===== src/mld_pkg.sv =====
// package for the magic/length deframer: frame constants and result record
// no dependencies
`default_nettype none

package mld_pkg;

  localparam int unsigned MAX_PAYLOAD = 1024;
  localparam int unsigned FIELD_LIMIT = 1024;
  localparam int unsigned LEN_LIMIT_I = (MAX_PAYLOAD < FIELD_LIMIT) ? MAX_PAYLOAD : FIELD_LIMIT;

  localparam logic [15:0] LEN_LIMIT   = 16'(LEN_LIMIT_I);
  localparam logic [7:0]  FRAME_MAGIC = 8'hA5;

  localparam int unsigned POS_W = 11;
  localparam int unsigned LEN_W = 11;
  localparam int unsigned IDX_W = 10;

  // byte position codes; payload positions start at POS_PAYLOAD
  localparam logic [POS_W-1:0] POS_HUNT    = POS_W'(0);
  localparam logic [POS_W-1:0] POS_TYPE    = POS_W'(1);
  localparam logic [POS_W-1:0] POS_LEN_LO  = POS_W'(2);
  localparam logic [POS_W-1:0] POS_LEN_HI  = POS_W'(3);
  localparam logic [POS_W-1:0] POS_PAYLOAD = POS_W'(4);

  typedef struct packed {
    logic [7:0]       frame_type;
    logic [7:0]       payload_byte;
    logic [IDX_W-1:0] payload_index;
    logic [LEN_W-1:0] frame_length;
    logic             empty_frame;
    logic             last;
    logic             dropped;
  } result_t;

endpackage

`default_nettype wire


===== src/mld_if.sv =====
// valid/ready channel interfaces for the deframer input bytes and results
// depends on mld_pkg
`default_nettype none

interface mld_in_if;
  logic       valid;
  logic       ready;
  logic [7:0] rx_byte;

  modport source (output valid, output rx_byte, input ready);
  modport sink   (input valid, input rx_byte, output ready);
endinterface

interface mld_out_if;
  logic                           valid;
  logic                           ready;
  logic [7:0]                     frame_type;
  logic [7:0]                     payload_byte;
  logic [mld_pkg::IDX_W-1:0]      payload_index;
  logic [mld_pkg::LEN_W-1:0]      frame_length;
  logic                           empty_frame;
  logic                           last;
  logic                           dropped;

  modport source (output valid, output frame_type, output payload_byte, output payload_index,
                  output frame_length, output empty_frame, output last, output dropped,
                  input ready);
  modport sink   (input valid, input frame_type, input payload_byte, input payload_index,
                  input frame_length, input empty_frame, input last, input dropped,
                  output ready);
endinterface

`default_nettype wire


===== src/magic_length_deframer.sv =====
// magic/length prefixed frame deframer, byte in, at most one result beat out per byte
// depends on mld_pkg, mld_in_if, mld_out_if
//
//   channel | direction | beat
//   --------+-----------+-----------------------------------------------------------
//   in_if   | sink      | rx_byte
//   out_if  | source    | frame_type, payload_byte, payload_index, frame_length,
//           |           | empty_frame, last, dropped
//
// one byte per cycle while in_if.ready is high: the header/payload decode is one
// level of logic on the position, type and length registers, and its result lands
// in the output register; a second (skid) register takes one result while the
// output beat is stalled; in_if.ready drops only while the skid register is full
// rst_n (synchronous, active low) returns to hunting for the magic byte and
// empties both result registers
`default_nettype none

module magic_length_deframer (
  input  wire logic        clk,
  input  wire logic        rst_n,
  mld_in_if.sink           in_if,
  mld_out_if.source        out_if
);
  import mld_pkg::*;

  // frame tracking state
  logic [POS_W-1:0] pos_r,    pos_nxt;
  logic [7:0]       type_r,   type_nxt;
  logic [7:0]       len_lo_r, len_lo_nxt;
  logic [LEN_W-1:0] len_r,    len_nxt;

  // output and skid registers
  result_t out_r,  out_nxt;
  result_t skid_r, skid_nxt;
  logic    out_valid_r,  out_valid_nxt;
  logic    skid_valid_r, skid_valid_nxt;

  // decode of the current byte
  result_t          res;
  logic             has_res;
  logic             in_acc;
  logic             out_pop;
  logic [15:0]      len_full;
  logic [POS_W-1:0] idx;
  logic             fin;

  assign in_if.ready = !skid_valid_r;
  assign in_acc      = in_if.valid && in_if.ready;
  assign out_pop     = out_valid_r && out_if.ready;

  assign len_full = {in_if.rx_byte, len_lo_r};
  assign idx      = pos_r - POS_PAYLOAD;
  // last payload byte once index + 1 reaches the declared length
  assign fin      = ({1'b0, idx} + (POS_W+1)'(1)) >= {1'b0, len_r};

  always_comb begin
    pos_nxt    = pos_r;
    type_nxt   = type_r;
    len_lo_nxt = len_lo_r;
    len_nxt    = len_r;
    has_res    = 1'b0;
    res        = '0;
    res.frame_type = type_r;

    case (pos_r)
      POS_HUNT: begin
        // anything but the magic byte is dropped on the floor
        if (in_if.rx_byte == FRAME_MAGIC) begin
          pos_nxt = POS_TYPE;
        end
      end
      POS_TYPE: begin
        type_nxt = in_if.rx_byte;
        pos_nxt  = POS_LEN_LO;
      end
      POS_LEN_LO: begin
        len_lo_nxt = in_if.rx_byte;
        pos_nxt    = POS_LEN_HI;
      end
      POS_LEN_HI: begin
        if (len_full > LEN_LIMIT) begin
          // oversize frame: report and go back to hunting
          has_res     = 1'b1;
          res.dropped = 1'b1;
          pos_nxt     = POS_HUNT;
        end else if (len_full == 16'd0) begin
          // zero-length frame: single empty result, marked last
          has_res         = 1'b1;
          res.empty_frame = 1'b1;
          res.last        = 1'b1;
          len_nxt         = '0;
          pos_nxt         = POS_HUNT;
        end else begin
          len_nxt = len_full[LEN_W-1:0];
          pos_nxt = POS_PAYLOAD;
        end
      end
      default: begin
        // payload byte, passed straight through
        has_res           = 1'b1;
        res.payload_byte  = in_if.rx_byte;
        res.payload_index = idx[IDX_W-1:0];
        res.frame_length  = len_r;
        res.last          = fin;
        pos_nxt           = fin ? POS_HUNT : pos_r + POS_W'(1);
      end
    endcase
  end

  // output register with one-deep skid
  always_comb begin
    out_nxt        = out_r;
    skid_nxt       = skid_r;
    out_valid_nxt  = out_valid_r;
    skid_valid_nxt = skid_valid_r;
    if (skid_valid_r) begin
      // no new beat can arrive while the skid is full
      if (out_pop) begin
        out_nxt        = skid_r;
        skid_valid_nxt = 1'b0;
      end
    end else if (in_acc && has_res) begin
      if (!out_valid_r || out_pop) begin
        out_nxt       = res;
        out_valid_nxt = 1'b1;
      end else begin
        skid_nxt       = res;
        skid_valid_nxt = 1'b1;
      end
    end else if (out_pop) begin
      out_valid_nxt = 1'b0;
    end
  end

  always_ff @(posedge clk) begin
    if (!rst_n) begin
      pos_r        <= POS_HUNT;
      type_r       <= '0;
      len_lo_r     <= '0;
      len_r        <= '0;
      out_valid_r  <= 1'b0;
      skid_valid_r <= 1'b0;
    end else begin
      if (in_acc) begin
        pos_r    <= pos_nxt;
        type_r   <= type_nxt;
        len_lo_r <= len_lo_nxt;
        len_r    <= len_nxt;
      end
      out_valid_r  <= out_valid_nxt;
      skid_valid_r <= skid_valid_nxt;
    end
  end

  // payload registers, no reset
  always_ff @(posedge clk) begin
    out_r  <= out_nxt;
    skid_r <= skid_nxt;
  end

  assign out_if.valid         = out_valid_r;
  assign out_if.frame_type    = out_r.frame_type;
  assign out_if.payload_byte  = out_r.payload_byte;
  assign out_if.payload_index = out_r.payload_index;
  assign out_if.frame_length  = out_r.frame_length;
  assign out_if.empty_frame   = out_r.empty_frame;
  assign out_if.last          = out_r.last;
  assign out_if.dropped       = out_r.dropped;

endmodule

`default_nettype wire


===== src/flat_wrapper.sv =====
// flat-port wrapper written by rule: the top's interface ports become plain ports
module magic_length_deframer_flat import mld_pkg::*;
  (clk, rst_n, in_if_valid, in_if_rx_byte, in_if_ready, out_if_valid, out_if_frame_type, out_if_payload_byte, out_if_payload_index, out_if_frame_length, out_if_empty_frame, out_if_last, out_if_dropped, out_if_ready);
  mld_in_if in_if_i ();
  mld_out_if out_if_i ();
  input  wire logic clk;
  input  wire logic rst_n;
  input wire logic [$bits(in_if_i.valid)-1:0] in_if_valid;
  input wire logic [$bits(in_if_i.rx_byte)-1:0] in_if_rx_byte;
  output wire logic [$bits(in_if_i.ready)-1:0] in_if_ready;
  output wire logic [$bits(out_if_i.valid)-1:0] out_if_valid;
  output wire logic [$bits(out_if_i.frame_type)-1:0] out_if_frame_type;
  output wire logic [$bits(out_if_i.payload_byte)-1:0] out_if_payload_byte;
  output wire logic [$bits(out_if_i.payload_index)-1:0] out_if_payload_index;
  output wire logic [$bits(out_if_i.frame_length)-1:0] out_if_frame_length;
  output wire logic [$bits(out_if_i.empty_frame)-1:0] out_if_empty_frame;
  output wire logic [$bits(out_if_i.last)-1:0] out_if_last;
  output wire logic [$bits(out_if_i.dropped)-1:0] out_if_dropped;
  input wire logic [$bits(out_if_i.ready)-1:0] out_if_ready;
  assign in_if_i.valid = in_if_valid;
  assign in_if_i.rx_byte = in_if_rx_byte;
  assign in_if_ready = in_if_i.ready;
  assign out_if_valid = out_if_i.valid;
  assign out_if_frame_type = out_if_i.frame_type;
  assign out_if_payload_byte = out_if_i.payload_byte;
  assign out_if_payload_index = out_if_i.payload_index;
  assign out_if_frame_length = out_if_i.frame_length;
  assign out_if_empty_frame = out_if_i.empty_frame;
  assign out_if_last = out_if_i.last;
  assign out_if_dropped = out_if_i.dropped;
  assign out_if_i.ready = out_if_ready;
  magic_length_deframer u_core (.clk(clk), .rst_n(rst_n), .in_if(in_if_i), .out_if(out_if_i));
endmodule

===== config.mk =====
export PLATFORM = sky130hd
export DESIGN_NAME = magic_length_deframer_flat
export DESIGN_NICKNAME = d
export VERILOG_FILES = /design/src/mld_pkg.sv /design/src/mld_if.sv /design/src/magic_length_deframer.sv /design/src/flat_wrapper.sv
export SDC_FILE = /design/constraint.sdc
export NUM_CORES = 1
export LEC_CHECK = 0
export ABC_CLOCK_PERIOD_IN_PS = 13100
export BUFFER_PORTS_ARGS = -buffer_cell sky130_fd_sc_hd__clkbuf_2
export CORE_MARGIN = 4
export CORE_UTILIZATION = 40
export DETAILED_ROUTE_END_ITERATION = 12
export HOLD_SLACK_MARGIN = 0.06
export SLEW_MARGIN = 0
export SYNTH_ARGS = -nofsm -noshare
export SYNTH_HDL_FRONTEND = slang
export SYNTH_SLANG_ARGS = --single-unit

===== constraint.sdc =====
create_clock -name clk -period 13.1 [get_ports clk]
set_clock_uncertainty 0.15 [all_clocks]
set_input_delay 0.655 -clock clk [delete_from_list [all_inputs] [get_ports clk]]
set_output_delay 0.655 -clock clk [all_outputs]
set_load 0.01 [all_outputs]

==> metrics.md <==
| Metric | Value |
|---|---|
| Status | `complete, no violations` |
| Total design power | `1.52 mW` |
| Peak VDD IR | `0.147 mV` |
| Via/cell ratio | `5.33` |
| Xor/xnor share of the synthesized area | `2.48%` |
| Final setup viols | `0` |
| Place WS | `8.83 ns` |
| FP Rows | `43` |
| DR iter-0 viols | `209` |
| Leakage | `2.49 nW` |
| Residual DRC count | `0` |
| Period utilisation layout | `32.7%` |
| Overflow left after global routing | `0` |
| Layout cells sized above 1 | `22.3%` |
| Crit path cell chain | `inv_1 -> ha_1 -> xnor2_1 -> or4_4 -> nand2b_4 -> nor3_1 -> xnor2_1 -> ha_1 -> or2_1 -> a2111oi_0 -> nor3_1 -> a211oi_2 -> buf_4 -> a21oi_1 -> or2_2` |
| Vias | `3946` |
| Met1 global-route usage | `21.2%` |
| CTS resizes | `0` |
| Peak Freq | `233 MHz` |
| Adder-cell area share of the yosys netlist | `3.76%` |
| # hold bufs at CTS | `0` |
| Delay of the slowest critical-path stage | `0.53 ns` |
| Clock root buffer | `clkbuf_16` |
| Routed wire per std cell | `16.7 um` |
| Final WS setup | `8.81 ns` |
| CP required | `13.12 ns` |
| CTS tree | `done` |
| RSZ-0062 raised after global routing | `false` |
| Yosys warning count | `0` |
| Post-synth EDFFs | `80` |
| Hpwl dp | `8.40 mm` |
| Synth Area per Inst | `11.3 um^2` |
| Post-CTS Setup Inserts | `0` |
| Crit-path max FO | `20` |
| Met2 Usage GRT | `24.3%` |
| Largest family of logic cells by synthesized area | `simple AND/OR/NAND/NOR gates` |
| Gate Count Post-Synth | `502` |
| Clock-pin slew on the worst setup and hold paths | `0.05 ns` |
| Drt first pass iters | `4` |
| Die Ht | `127 um` |
| Crit Path Class | `reg2reg` |
| Net total in the final layout | `576` |
| Worst slew margin | `27.7%` |
| CP arrival | `4.30 ns` |
| Cell area after technology mapping | `5660 um^2` |
| GR Util All Layers | `16.0%` |
| Clock buffer depth | `2` |
| Mapped Nets | `531` |
| Buf/Inv on CP | `2` |
| MaxCap Viol Count | `0` |
| First-pass GRT wire length | `19.9 mm` |
| Sequential share of the synthesized area | `56.6%` |
| Hold Vio Cnt, Final | `0` |
| Startpoint class of the critical path | `flop` |
| GR met3 Demand/Resource | `5.68%` |
| Crit path time final | `4.29 ns` |
| CP delay by family, top | `simple AND/OR/NAND/NOR gates` |
| Htree depth | `4` |
| Area Overhead vs Synth | `16.6%` |
| Post-synth ARST share | `0%` |
| Netlist cell types | `58` |
| Setup crit end kind | `flop` |
| Power density over cell area | `231 nW/um^2` |
| Post-synthesis compound-gate area fraction | `10.0%` |
| Most used DFF post-synth | `edfxtp_1` |
| IO Pins | `54` |
| GPL Wtd Cong | `0.850` |
| Mux cell area share after synthesis | `6.59%` |
| Clock latency at the later pin of the worst-skew pair | `0.42 ns` |
| Largest net degree at the start of global routing | `59` |
| # diodes | `0` |
| HP Class | `reg2reg` |
| Clk sinks | `120` |
| Core footprint | `13900 um^2` |
| Yosys reg bits | `120` |
| GRT busiest layer | `met2` |
| CTS buffer count | `17` |
| Via count of the first global-routing pass | `3889` |
| Starting Density | `40.7%` |
| Post-DRT Antenna Nets | `0` |
| Buffers added on ports | `53` |
| Die ar. | `16100 um^2` |
| Final slew viol count | `0` |
| Post-synthesis simple-gate area fraction | `16.5%` |
| Die X-Extent | `127 um` |
| Util after Layout | `47.5%` |
| Worst-Margin Slew | `1.08 ns` |
| Slowest CP cell | `dfxtp_1` |
| Initial antenna violation count | `0` |
| Setup TNS | `0 ns` |
| DRT Wirelength | `12.3 mm` |
-- flip-flops by register name, summed over array words and instances, names as in the netlist, 8 cells and up --
name / cells
u_core.len_lo_r: 8
u_core.len_r: 11
u_core.out_if.frame_length: 11
u_core.out_if.frame_type: 8
u_core.out_if.payload_byte: 8
u_core.out_if.payload_index: 10
u_core.pos_r: 11
u_core.skid_r: 40
u_core.type_r: 8
-- per-layer routing --
| layer | vias to the layer above | wire [um] |
|---|---|---|
| li1 | 1926 | - |
| met1 | 1898 | 5960 |
| met2 | 108 | 5530 |
| met3 | 14 | 643 |
| met4 | 0 | 197 |
| met5 | - | 0 |
-- cells in the final DEF (no fill, tap or decap), types with 5 or more instances in the layout --
cell type	count
a22oi_1	8
nor3_1	7
clkbuf_16	17
mux2_2	18
nand2b_1	5
o21ai_0	8
xnor2_1	9
nand2_1	37
mux2i_1	17
and2_1	9
nor2_1	68
buf_4	6
a311oi_1	7
a31oi_1	8
dfxtp_1	39
nand3_1	17
o31ai_1	23
clkbuf_2	53
xor2_1	7
ha_1	17
nand4_1	5
clkinvlp_4	7
inv_1	19
a21oi_1	7
edfxtp_1	80
-- kinds of logic after synthesis --
| group | count (synthesis) |
|---|---|
| muxes | 35 |
| adders and majority gates | 17 |
| buffers and inverters | 52 |
| and+or+nand+nor | 184 |
| AOI/OAI and AO/OA | 78 |
| xor gates and xnor gates | 16 |
| DFF | 120 |
-- final timing paths --
| kind | to | slack [ns] | cells after the start | start |
|---|---|---|---|---|
| min | u_core.skid_r[36]$_DFFE_PP_ | 0.31 | 0 | u_core.type_r[4]$_SDFFE_PN0P_ |
| min reg2reg | u_core.skid_r[36]$_DFFE_PP_ | 0.31 | 0 | u_core.type_r[4]$_SDFFE_PN0P_ |
| max | u_core.skid_r[1]$_DFFE_PP_ | 8.81 | 15 | u_core.pos_r[2]$_SDFFE_PN0P_ |
| max reg2reg | u_core.skid_r[1]$_DFFE_PP_ | 8.81 | 15 | u_core.pos_r[2]$_SDFFE_PN0P_ |
-- synthesized netlist by cell type, drive strengths merged, types with 3 or more instances --
cell     n  area share (%)
edfxtp  80              42
nor2    69             4.7
dfxtp   40              14
nand2   38             2.6
o31ai   23             3.1
inv     19             1.3
clkbuf  18             1.2
mux2    18             3.6
ha      17             3.8
mux2i   17             3.0
nand3   17             1.5
buf     15             1.6
a31oi    9             1.1
and2     9             1.0
xnor2    9             1.4
a21oi    8            0.71
a22oi    8             1.1
nor3     8            0.80
o21ai    8            0.71
a311oi   7             1.1
nor4     7             1.3
xor2     7             1.1
nand2b   6            0.80
nand4    5            0.55
and3     4            0.44
nor2b    4            0.44
or3      4            0.44
a211oi   3            0.40
or4      3            0.46
-- worst reg2reg max path: stages (launching register included) --
cell and delay (ns):
dfxtp_1 0.53, inv_1 0.14, ha_1 0.29, xnor2_1 0.19, or4_4 0.46, nand2b_4 0.17
nor3_1 0.22, xnor2_1 0.10, ha_1 0.20, or2_1 0.22, a2111oi_0 0.38, nor3_1 0.12
a211oi_2 0.21, buf_4 0.27, a21oi_1 0.11, or2_2 0.29
-- per-stage QoR --
stage / cell area, um^2 / instances / hold slack (ns)
2_1_floorplan: 5660 / 502 / 0.276
3_3_place_gp: 6060 / 708 / 0.291
3_5_place_dp: 6060 / 708 / 0.294
4_1_cts: 6590 / 740 / 0.302
5_1_grt: 6590 / 740 / 0.317
6_report: 6590 / 740 / 0.308
-- power breakdown --
group          switching (mW)  internal [mW]  total (mW)
Clock                   0.171          0.246       0.417
Combinational           0.351          0.188       0.539
Sequential             0.0358          0.528       0.564
Total                   0.558          0.962        1.52
-- cell type report --
type,count,area (um^2)
clock buffers,18,439
well taps,180,225
repair buffers,59,310
fillers,1284,7290
multi-input cells,330,2240
inverters,19,71.3
clock inverters,14,98.8
flip-flops and latches,120,3200
Note: power is estimated with default switching activity, not from simulation.
